**config.mk**
```make
export PLATFORM = sky130hd
export DESIGN_NAME = baud_divider_calc_unit
export DESIGN_NICKNAME = d
export VERILOG_FILES = /design/src/sv/bdc_pkg.sv /design/src/sv/baud_divider_calc_unit.sv
export SDC_FILE = /design/constraint.sdc
export NUM_CORES = 2
export LEC_CHECK = 0
export BUFFER_PORTS_ARGS = -buffer_cell sky130_fd_sc_hd__buf_2
export CAP_MARGIN = 20
export CORE_MARGIN = 5
export CORE_UTILIZATION = 39
export CTS_CLUSTER_DIAMETER = 120
export CTS_CLUSTER_SIZE = 30
export DETAILED_ROUTE_END_ITERATION = 8
export GPL_TIMING_DRIVEN = 0
export PLACE_DENSITY_LB_ADDON = 0.15
export REMOVE_ABC_BUFFERS = 1
export SLEW_MARGIN = 20
export SYNTH_ARGS = -nofsm -noshare
export SYNTH_HDL_FRONTEND = slang
export SYNTH_SLANG_ARGS = --single-unit
export TNS_END_PERCENT = 50
```
**constraint.sdc**
```tcl
create_clock -name clk_i -period 26.6 [get_ports clk_i]
set_input_delay 5.32 -clock clk_i [delete_from_list [all_inputs] [get_ports clk_i]]
set_output_delay 5.32 -clock clk_i [all_outputs]
set_load 0.05 [all_outputs]
```
**src/sv/bdc_pkg.sv**
```systemverilog
package bdc_pkg;

  // Field widths
  localparam int RateW = 22;
  localparam int PselW = 3;
  localparam int ByteW = 8;

  // Quotient width covers the largest dividend (20000000 < 2**25)
  localparam int QuotW = 25;
  // One restoring-division stage per quotient bit
  localparam int NumDiv = QuotW;
  // The remainder always stays below the rate
  localparam int RemW = RateW;
  // Modulation sums: quotient + offset, then m + m/2
  localparam int ModW = QuotW + 1;
  localparam int SumW = ModW + 1;

  localparam logic [QuotW-1:0] ModNumer  = QuotW'(20000000);
  localparam logic [ModW-1:0]  ModOffset = ModW'(1100);
  localparam logic [QuotW-1:0] DivLimit  = QuotW'(8'hFF);

  // Rows of the rate table, in search order
  typedef enum logic [2:0] {
    ROW_FIX_307K,
    ROW_FIX_921K,
    ROW_CLK_6M,
    ROW_CLK_750K,
    ROW_CLK_94K,
    ROW_CLK_12K,
    ROW_NONE
  } row_e;

  // Payload of one division stage
  typedef struct packed {
    logic [RateW-1:0] rate;
    row_e             row;
    logic [RemW-1:0]  rem_b;
    logic [RemW-1:0]  rem_m;
    logic [QuotW-1:0] quo_b;
    logic [QuotW-1:0] quo_m;
  } div_stage_t;

  // Payload after the range check and rounding decision
  typedef struct packed {
    logic             err;
    row_e             row;
    logic [ByteW-1:0] q8;
    logic             rnd;
    logic [ModW-1:0]  mod;
  } fin_stage_t;

  // Result payload
  typedef struct packed {
    logic             status;
    logic [PselW-1:0] psel;
    logic [ByteW-1:0] dbyte;
    logic [ByteW-1:0] mbyte;
  } res_t;

  // First row whose range holds the rate
  function automatic row_e row_lookup(input logic [RateW-1:0] rate);
    row_e row;
    row = ROW_NONE;
    if (rate == RateW'(307200)) begin
      row = ROW_FIX_307K;
    end else if (rate == RateW'(921600)) begin
      row = ROW_FIX_921K;
    end else if (rate >= RateW'(23530) && rate <= RateW'(2999999)) begin
      row = ROW_CLK_6M;
    end else if (rate >= RateW'(2942) && rate <= RateW'(23529)) begin
      row = ROW_CLK_750K;
    end else if (rate >= RateW'(368) && rate <= RateW'(2941)) begin
      row = ROW_CLK_94K;
    end else if (rate >= RateW'(1) && rate <= RateW'(367)) begin
      row = ROW_CLK_12K;
    end
    return row;
  endfunction

  // Base clock of a row; zero for fixed and unmatched rows
  function automatic logic [QuotW-1:0] row_clock(input row_e row);
    logic [QuotW-1:0] clk;
    case (row)
      ROW_CLK_6M:   clk = QuotW'(6000000);
      ROW_CLK_750K: clk = QuotW'(750000);
      ROW_CLK_94K:  clk = QuotW'(93750);
      ROW_CLK_12K:  clk = QuotW'(11719);
      default:      clk = '0;
    endcase
    return clk;
  endfunction

  function automatic logic [PselW-1:0] row_psel(input row_e row);
    logic [PselW-1:0] psel;
    case (row)
      ROW_FIX_307K, ROW_FIX_921K: psel = PselW'(7);
      ROW_CLK_6M:                 psel = PselW'(3);
      ROW_CLK_750K:               psel = PselW'(2);
      ROW_CLK_94K:                psel = PselW'(1);
      default:                    psel = '0;
    endcase
    return psel;
  endfunction

  function automatic logic row_is_fixed(input row_e row);
    return (row == ROW_FIX_307K) || (row == ROW_FIX_921K);
  endfunction

  function automatic logic [ByteW-1:0] row_fixed_byte(input row_e row);
    logic [ByteW-1:0] fb;
    case (row)
      ROW_FIX_307K: fb = 8'hD9;
      ROW_FIX_921K: fb = 8'hF3;
      default:      fb = '0;
    endcase
    return fb;
  endfunction

endpackage

```
**src/sv/baud_divider_calc_unit.sv**
```systemverilog
// Baud divider calculator.
// Request channel: rate_i with rate_valid_i / rate_ready_o. One request is
// taken at each edge where both are high.
// Result channel: status_o, prescaler_o, divisor_byte_o, modulation_byte_o
// with res_valid_o / res_ready_i; one result per request, in order.
// The rate is matched against a six-row range table, then two restoring
// dividers (base clock / rate and 20000000 / rate) run side by side, one
// quotient bit per stage over 25 stages.
// Pipeline: one input register, 25 divider stages, one range-check stage,
// one result register. Throughput: one request per cycle while the result
// side does not stall; the divider stage chain sets the latency, and every
// stage is registered, so only a stalled receiver limits the rate.
// Reset clears all stage valid bits; the pipeline comes up empty.
// When the receiver stalls, the result register holds and stages behind it
// keep filling their empty slots; rate_ready_o drops only when every stage
// is full, so nothing is lost or repeated.
module baud_divider_calc_unit (
  input  logic                        clk_i,
  input  logic                        rst_ni,
  input  logic                        rate_valid_i,
  output logic                        rate_ready_o,
  input  logic [bdc_pkg::RateW-1:0]   rate_i,
  output logic                        res_valid_o,
  input  logic                        res_ready_i,
  output logic                        status_o,
  output logic [bdc_pkg::PselW-1:0]   prescaler_o,
  output logic [bdc_pkg::ByteW-1:0]   divisor_byte_o,
  output logic [bdc_pkg::ByteW-1:0]   modulation_byte_o
);

  // Stage registers: div 0 is the input register, div k+1 follows divider stage k
  bdc_pkg::div_stage_t div_q [bdc_pkg::NumDiv+1];
  logic [bdc_pkg::NumDiv:0] div_v_q;
  logic [bdc_pkg::NumDiv:0] div_en;
  bdc_pkg::fin_stage_t fin_q, fin_d;
  logic fin_v_q, fin_en;
  bdc_pkg::res_t res_q, res_d;
  logic res_v_q, res_en;

  // Advance a stage when it is empty or the stage after it advances
  assign res_en = !res_v_q || res_ready_i;
  assign fin_en = !fin_v_q || res_en;
  assign div_en[bdc_pkg::NumDiv] = !div_v_q[bdc_pkg::NumDiv] || fin_en;

  for (genvar k = 0; k < bdc_pkg::NumDiv; k++) begin : g_en
    assign div_en[k] = !div_v_q[k] || div_en[k+1];
  end

  assign rate_ready_o = div_en[0];

  // Input register: latch the rate and its table row
  always_ff @(posedge clk_i or negedge rst_ni) begin
    if (!rst_ni) begin
      div_v_q[0] <= 1'b0;
    end else if (div_en[0]) begin
      div_v_q[0] <= rate_valid_i;
    end
  end

  always_ff @(posedge clk_i) begin
    if (div_en[0]) begin
      div_q[0].rate  <= rate_i;
      div_q[0].row   <= bdc_pkg::row_lookup(rate_i);
      div_q[0].rem_b <= '0;
      div_q[0].rem_m <= '0;
      div_q[0].quo_b <= '0;
      div_q[0].quo_m <= '0;
    end
  end

  // Divider stages: stage k resolves quotient bit QuotW-1-k of both divisions
  for (genvar k = 0; k < bdc_pkg::NumDiv; k++) begin : g_div
    localparam int Bit = bdc_pkg::QuotW - 1 - k;

    logic [bdc_pkg::QuotW-1:0] dvd_b;
    logic [bdc_pkg::RemW:0]    sh_b, sh_m, rate_x;
    logic                      ge_b, ge_m;
    bdc_pkg::div_stage_t       stg_d;

    always_comb begin
      dvd_b  = bdc_pkg::row_clock(div_q[k].row);
      rate_x = {1'b0, div_q[k].rate};
      sh_b   = {div_q[k].rem_b, dvd_b[Bit]};
      sh_m   = {div_q[k].rem_m, bdc_pkg::ModNumer[Bit]};
      ge_b   = sh_b >= rate_x;
      ge_m   = sh_m >= rate_x;
      stg_d       = div_q[k];
      stg_d.rem_b = bdc_pkg::RemW'(ge_b ? sh_b - rate_x : sh_b);
      stg_d.rem_m = bdc_pkg::RemW'(ge_m ? sh_m - rate_x : sh_m);
      stg_d.quo_b = {div_q[k].quo_b[bdc_pkg::QuotW-2:0], ge_b};
      stg_d.quo_m = {div_q[k].quo_m[bdc_pkg::QuotW-2:0], ge_m};
    end

    always_ff @(posedge clk_i or negedge rst_ni) begin
      if (!rst_ni) begin
        div_v_q[k+1] <= 1'b0;
      end else if (div_en[k+1]) begin
        div_v_q[k+1] <= div_v_q[k];
      end
    end

    always_ff @(posedge clk_i) begin
      if (div_en[k+1]) begin
        div_q[k+1] <= stg_d;
      end
    end
  end

  // Range check, rounding decision and modulation offset
  always_comb begin
    bdc_pkg::div_stage_t last;
    last       = div_q[bdc_pkg::NumDiv];
    fin_d.row  = last.row;
    fin_d.err  = (last.row == bdc_pkg::ROW_NONE) ||
                 (!bdc_pkg::row_is_fixed(last.row) &&
                  ((last.quo_b == '0) || (last.quo_b >= bdc_pkg::DivLimit)));
    fin_d.q8   = last.quo_b[bdc_pkg::ByteW-1:0];
    fin_d.rnd  = {last.rem_b, 1'b0} >= {1'b0, last.rate};
    fin_d.mod  = bdc_pkg::ModW'(last.quo_m) + bdc_pkg::ModOffset;
  end

  always_ff @(posedge clk_i or negedge rst_ni) begin
    if (!rst_ni) begin
      fin_v_q <= 1'b0;
    end else if (fin_en) begin
      fin_v_q <= div_v_q[bdc_pkg::NumDiv];
    end
  end

  always_ff @(posedge clk_i) begin
    if (fin_en) begin
      fin_q <= fin_d;
    end
  end

  // Form the divisor byte and scaled modulation; zero all settings on error
  always_comb begin
    logic [bdc_pkg::ByteW-1:0] qr;
    logic [bdc_pkg::SumW-1:0]  sum;
    qr  = fin_q.q8 + bdc_pkg::ByteW'(fin_q.rnd);
    sum = bdc_pkg::SumW'(fin_q.mod) + bdc_pkg::SumW'(fin_q.mod >> 1);
    res_d.status = fin_q.err;
    res_d.psel   = '0;
    res_d.dbyte  = '0;
    res_d.mbyte  = '0;
    if (!fin_q.err) begin
      res_d.psel  = bdc_pkg::row_psel(fin_q.row);
      res_d.dbyte = bdc_pkg::row_is_fixed(fin_q.row) ?
                    bdc_pkg::row_fixed_byte(fin_q.row) : bdc_pkg::ByteW'(8'd0 - qr);
      res_d.mbyte = sum[2*bdc_pkg::ByteW-1:bdc_pkg::ByteW];
    end
  end

  always_ff @(posedge clk_i or negedge rst_ni) begin
    if (!rst_ni) begin
      res_v_q <= 1'b0;
    end else if (res_en) begin
      res_v_q <= fin_v_q;
    end
  end

  always_ff @(posedge clk_i) begin
    if (res_en) begin
      res_q <= res_d;
    end
  end

  assign res_valid_o       = res_v_q;
  assign status_o          = res_q.status;
  assign prescaler_o       = res_q.psel;
  assign divisor_byte_o    = res_q.dbyte;
  assign modulation_byte_o = res_q.mbyte;

endmodule

```
---- Word-level counts from Yosys, hierarchy flattened ----
Memories as Yosys holds them, arrays and structs flattened.
Index checks and enable logic that the tools add are counted.
operators by class
  add/subtract/negate cells ............... 54
  magnitude comparators ................... 60
  equality and inequality tests ........... 88
  mux-type cells .......................... 132
  reductions and logical operators ........ 70
operators with widths
  operator                                              count
  >= comparator 23 x 22 -> 1 bit                        51
  two-way mux 22 bit                                    50
  subtractor 22 bit                                     50
  == test 3 x 2 -> 1 bit, second input constant         42
  == test 3 bit, second input constant                  42
  one-hot mux 23 bit (4 select lines)                   1
  one-hot mux 21 bit (4 select lines)                   1
  one-hot mux 20 bit (4 select lines)                   1
  one-hot mux 18 bit (4 select lines)                   1
  one-hot mux 17 bit (4 select lines)                   1
  one-hot mux 16 bit (4 select lines)                   1
  one-hot mux 15 bit (4 select lines)                   1
  one-hot mux 14 bit (4 select lines)                   1
  two-way mux 1 bit                                     52
  one-hot mux 13 bit (4 select lines)                   1
  one-hot mux 12 bit (4 select lines)                   1
  one-hot mux 11 bit (4 select lines)                   1
  one-hot mux 10 bit (4 select lines)                   1
  one-hot mux 9 bit (4 select lines)                    1
  logical OR 1 bit                                      32
  one-hot mux 8 bit (4 select lines)                    1
  zero test 1 bit                                       29
  one-hot mux 7 bit (4 select lines)                    1
  >= comparator 25 x 8 -> 1 bit, second input constant  1
  other kinds (28)                                      40
word-level totals
  output and inout port bits .............. 22
  word-level logic and storage cells ...... 442
  input bits .............................. 26
  bits in writable memories ............... 3094
  memories ................................ 1
  register bits ........................... 78
memories
  name   depth  bits a word  rd ports  clocked after memory_dff  wr ports  line                          source
  div_q  26     119          26        0                         26        baud_divider_calc_unit.sv:32  bdc_pkg::div_stage_t div_q [bdc_pkg::NumDiv+1];

---- Logic depth before layout (Yosys ltp) ----
  depth in word-level cells ............... 31
  gate-level depth with buffers ........... 14
  mapped depth without buffers ............ 14

---- Least setup slack after synthesis ----
OpenSTA, ideal clock, no wires.
  path type ............................... input to output
  from .................................... in res_ready_i
  to ...................................... out rate_ready_o
  required time ........................... 21.280 ns
  cell stages on the path ................. 10
  buffers on the path ..................... 0
  slack ................................... 5.843 ns
  arrival ................................. 15.437 ns
  cells stage by stage .................... and3b_1 -> nand4_1 -> nor4_1 -> and2_1 -> inv_1 -> nor2_1 -> and2_1 -> nand3_1 -> nor2_1 -> nand4_1
on the way
  cells in the longest elaborated chain, start to end .. 28
RTL lines
  what                             line                          source
  start: declaration               baud_divider_calc_unit.sv:24  input logic res_ready_i,
  logical OR 1 bit                 baud_divider_calc_unit.sv:41  assign res_en = !res_v_q || res_ready_i;
  logical OR 1 bit                 baud_divider_calc_unit.sv:42  assign fin_en = !fin_v_q || res_en;
  logical OR 1 bit                 baud_divider_calc_unit.sv:43  assign div_en[bdc_pkg::NumDiv] = !div_v_q[bdc_pkg::NumDiv] || fin_en;
  logical OR 1 bit (4 in series)   baud_divider_calc_unit.sv:46  assign div_en[k] = !div_v_q[k] || div_en[k+1];
  net div_en, one bit              baud_divider_calc_unit.sv:34  logic [bdc_pkg::NumDiv:0] div_en;
  logical OR 1 bit (11 in series)  baud_divider_calc_unit.sv:46
  net div_en, one bit              baud_divider_calc_unit.sv:34
  logical OR 1 bit (6 in series)   baud_divider_calc_unit.sv:46
  net div_en, one bit              baud_divider_calc_unit.sv:34
  logical OR 1 bit (4 in series)   baud_divider_calc_unit.sv:46
  end: declaration                 baud_divider_calc_unit.sv:21  output logic rate_ready_o,
The timed path passes the listed nets, and every way through them passes these cells.

---- Worst setup path after layout ----
Same ends and word-level chain as after synthesis.

==> impl.org <==
** Placed design
- Routability Congestion :: 0.924
- In this run the tool buffered the top-level ports with 47 buffer cells.
- Detailed placement ended at an HPWL of 304 mm.
- Placed instance count :: 16200
- Standard cell area after detailed placement :: 141000 sq um

** Clocking
- Register clock-pin slew on the reported worst setup and hold paths :: 110 ps
- Deepest level of the CTS H-tree :: 3
- For the worst-skew pair, the clock arrives at the later sink with an insertion delay of 910 ps.
- Clock Root Buffer :: sky130_fd_sc_hd__clkbuf_16
- Counting the buffers created by CTS gives 108.
- After clock tree synthesis, the setup repair step added 0 buffers.
- Once the clock tree was built, the resizer swapped 0 gates to a different size.
- TritonCTS built the clock tree.
- For this design, the CTS-stage hold fixing added 0 buffers.
- Number of buffers on the longest clock path :: 4
- CTS sink cnt :: 2284

** Logic synthesis
- The synthesized design spends more area on one cell type than any other, namely sky130_fd_sc_hd__edfxtp_1.
- Flip-flop and latch count after synthesis :: 2284
- Number of distinct standard cells referenced by the synthesized netlist :: 101
- By area the synthesized netlist is led by sky130_fd_sc_hd__edfxtp_1 (51%), sky130_fd_sc_hd__ha_1 (10%), sky130_fd_sc_hd__mux2_2 (3.7%).
- In the synthesized netlist the async set-or-reset flop fraction comes to 0.0123.
- Seq/Total Area, Yosys :: 0.511
- Counting flops with a built-in enable in the synthesized netlist gives 2256.
- In the synthesized netlist the dominant register cell turns out to be sky130_fd_sc_hd__edfxtp_1.
- Of the post-synthesis cell area, the dominant cell type holds 0.506.
- Instance count of the mapped netlist :: 11800
- Warnings from Yosys :: 0
- Summing every instance area after synthesis gives 134000 sq um.
- Synthesized area divided by synthesized cell count :: 11.4 sq um

** Min path
- The worst hold path belongs to the class reg2reg.
- In this run the most critical hold path is launched from div_q[0][1581].

** Worst setup path
- Reg2reg setup slack :: 19940 ps
- The most numerous cell type found on the critical path is sky130_fd_sc_hd__buf_6.
- Critical register-to-register path startpoint :: res_valid_o
- Startpoint Class :: input port
- For the worst setup path, the data arrival time is 11690 ps.
- Stage delay of the slowest cell on the critical path :: 780 ps
- The largest individual stage delay along the critical path comes from the cell sky130_fd_sc_hd__nor2_1.
- Maximum fanout along the worst path :: 21
- STA classifies the critical path endpoint as an output port.
- Critical Path, Cell by Cell :: buf_2, and3b_1, nand4_1, buf_6, buf_6, buf_6, buf_6, buf_6, nor4_1, and2_1, inv_4, nor2_1, and2_1, nand3_4, nor2_1, nand4_1, buf_6, buf_6, buf_2
- The number of buffers and inverters on the critical path is 10.
- Worst path top cell family by delay :: simple AND/OR/NAND/NOR gates
- The setup path with the least slack is of type in2out.
- For the worst setup path, the data required time is 21280 ps.
- Critical Path Start :: res_ready_i

** Run status
- The run finished with clean final reports.

** GRT
- The number of antenna violations at the first check in global routing is 11.
- Number of global-route vias before repair :: 88300
- Grt ovf :: 0
- Entering global routing, the biggest net connects 78 pins.
- For this run, the total global-route usage over all layers was measured as 0.206.
- Wire length of the first global-routing pass :: 563 mm

** Cells and area
- Number of nets in the layout :: 13000
- Once layout is done, the placed cells without fillers occupy 145000 sq um.
- Layout Utilization :: 0.422
- From synthesis to final layout, the design area changed by 8.04%.
- Most frequent standard cell in the layout excluding fill and tap cells :: sky130_fd_sc_hd__edfxtp_1
- Number of non-filler instances in the completed layout :: 16400
- Leaving out fill and tap cells, the most frequent cells in the layout are sky130_fd_sc_hd__edfxtp_1 (2256), sky130_fd_sc_hd__ha_1 (1095), sky130_fd_sc_hd__inv_1 (919), sky130_fd_sc_hd__a21oi_1 (902), sky130_fd_sc_hd__nor2_1 (775).
- Fraction of final layout cells with drive strength greater than 1 :: 0.0808

** Timing
- Highest clock frequency the design can meet :: 58.8 MHz
- The final number of max-transition violations was 0.
- Final period demand of the worst path :: 17010 ps
- Remaining max-slew budget at the tightest pin :: 0.259
- Setup TNS after final layout :: 0 ps
- Setup violations remaining at the end of the flow were counted as 0.
- Clock skew on the completed layout was measured at 55.2 ps.
- Number of hold-slack violations in the final timing report :: 0
- Unrepaired setup endpoints after global routing :: no
- Period Utilization, post-route :: 0.640
- Transition at the pin with the smallest max-transition slack :: 1110 ps

** Drt
- Routed WL :: 379 mm
- Final antenna-violating net count :: 0
- In this run, the number of DRC markers left after iteration 0 of detailed routing was 6984.
- Routed length per instance :: 23.1 um
- Routed vias/inst :: 5.53
- First-pass iteration count of the detailed router :: 6
- After detailed routing, the number of remaining DRC violations is 0.
- Vias :: 90900

** Floorplanning
- Die outline width :: 596 um
- Effective utilization at floorplan :: 0.391
- Die Y :: 596 um
- The region available for standard cell placement spans 342000 sq um.
- Overall die area :: 355000 sq um
- Top-level I/O count :: 48
- Row Count :: 215

** Power
- The worst-case IR drop observed on VDD is 0.0575 mV.
- Total power divided by cell area :: 103 nW/um^2
- Overall power consumption after layout is estimated at 14900 uW.
- Summed over all cells, the static leakage comes to 0.0595 uW.

** Flow run
- Max-cap violations in this run came to 0.
state kept, by name (all words and copies together) (netlist names):
name,flops
fin_v_q,1
divisor_byte_o,8
div_q,2206
modulation_byte_o,8
fin_q,30
status_o,1
div_v_q,26
prescaler_o,3
res_valid_o,1
worst reg2reg max path, delay by kind of cell, from the launching register on:
kind                   cells  cell delay, ps
buffers and inverters      8            1720
and+or+nand+nor            9            4300
DFF                        1             380
synthesized netlist by cell type, types with 198 or more instances:
master,count
sky130_fd_sc_hd__a21o_1,335
sky130_fd_sc_hd__a21oi_1,908
sky130_fd_sc_hd__edfxtp_1,2256
sky130_fd_sc_hd__ha_1,1095
sky130_fd_sc_hd__inv_1,928
sky130_fd_sc_hd__mux2_2,445
sky130_fd_sc_hd__nand2_1,615
sky130_fd_sc_hd__nor2_1,777
sky130_fd_sc_hd__nor2b_1,198
sky130_fd_sc_hd__nor3_1,258
sky130_fd_sc_hd__o21a_1,221
sky130_fd_sc_hd__o21ai_0,629
sky130_fd_sc_hd__xnor2_1,459
sky130_fd_sc_hd__xor2_1,258
where the power goes:
group | leakage (uW) | total [uW] | internal [uW] | switching, uW
Clock | 0.00175 | 2090 | 837 | 1250
Combinational | 0.0329 | 6960 | 2950 | 4010
Sequential | 0.0248 | 5890 | 5250 | 641
kinds of logic after synthesis:
group | synth area share
compound gates | 0.144
simple gates | 0.108
flops | 0.511
fa+ha+maj | 0.109
buf+inv | 0.0328
xor+xnor | 0.0469
mux | 0.0477
other cells | 0.0000280
metrics by stage:
stage	setup WS, ps	hold slack (ps)
after floorplan	5840	400
after global placement	35.5	402
after detailed placement	9420	405
after CTS	9400	421
after global routing	9080	427
final	9590	417
worst paths after layout:
| check | end | cells past startpoint |
|---|---|---|
| hold / removal | div_q[0][1701] | 0 |
| hold reg to reg | div_q[0][1701] | 0 |
| setup / recovery | rate_ready_o | 19 |
| setup reg to reg | div_q[0][106] | 17 |
| min in group asynchronous | res_valid_o | 1 |
| max in group asynchronous | div_v_q[0] | 1 |
layout make-up:
cell class	count	area, sq um
Multi-Input combinational cell	8347	61500
Clock buffer	127	2830
Inverter	928	3510
Timing Repair Buffer	131	1850
Tap cell	4557	5700
Antenna cell	4	10.0
Clock inverter	54	786
Sequential cell	2284	68400
Fill cell	32000	198000
layer usage:
| layer | vias to the layer above | GRT usage | part of all wire |
|---|---|---|---|
| met5 | - | 0 | 0 |
| met4 | 0 | 0.0484 | 0.026 |
| met3 | 330 | 0.0177 | 0.036 |
| met2 | 1822 | 0.339 | 0.46 |
| met1 | 44700 | 0.297 | 0.48 |
| li1 | 44000 | - | - |
Power figures use the tool's default switching activity.
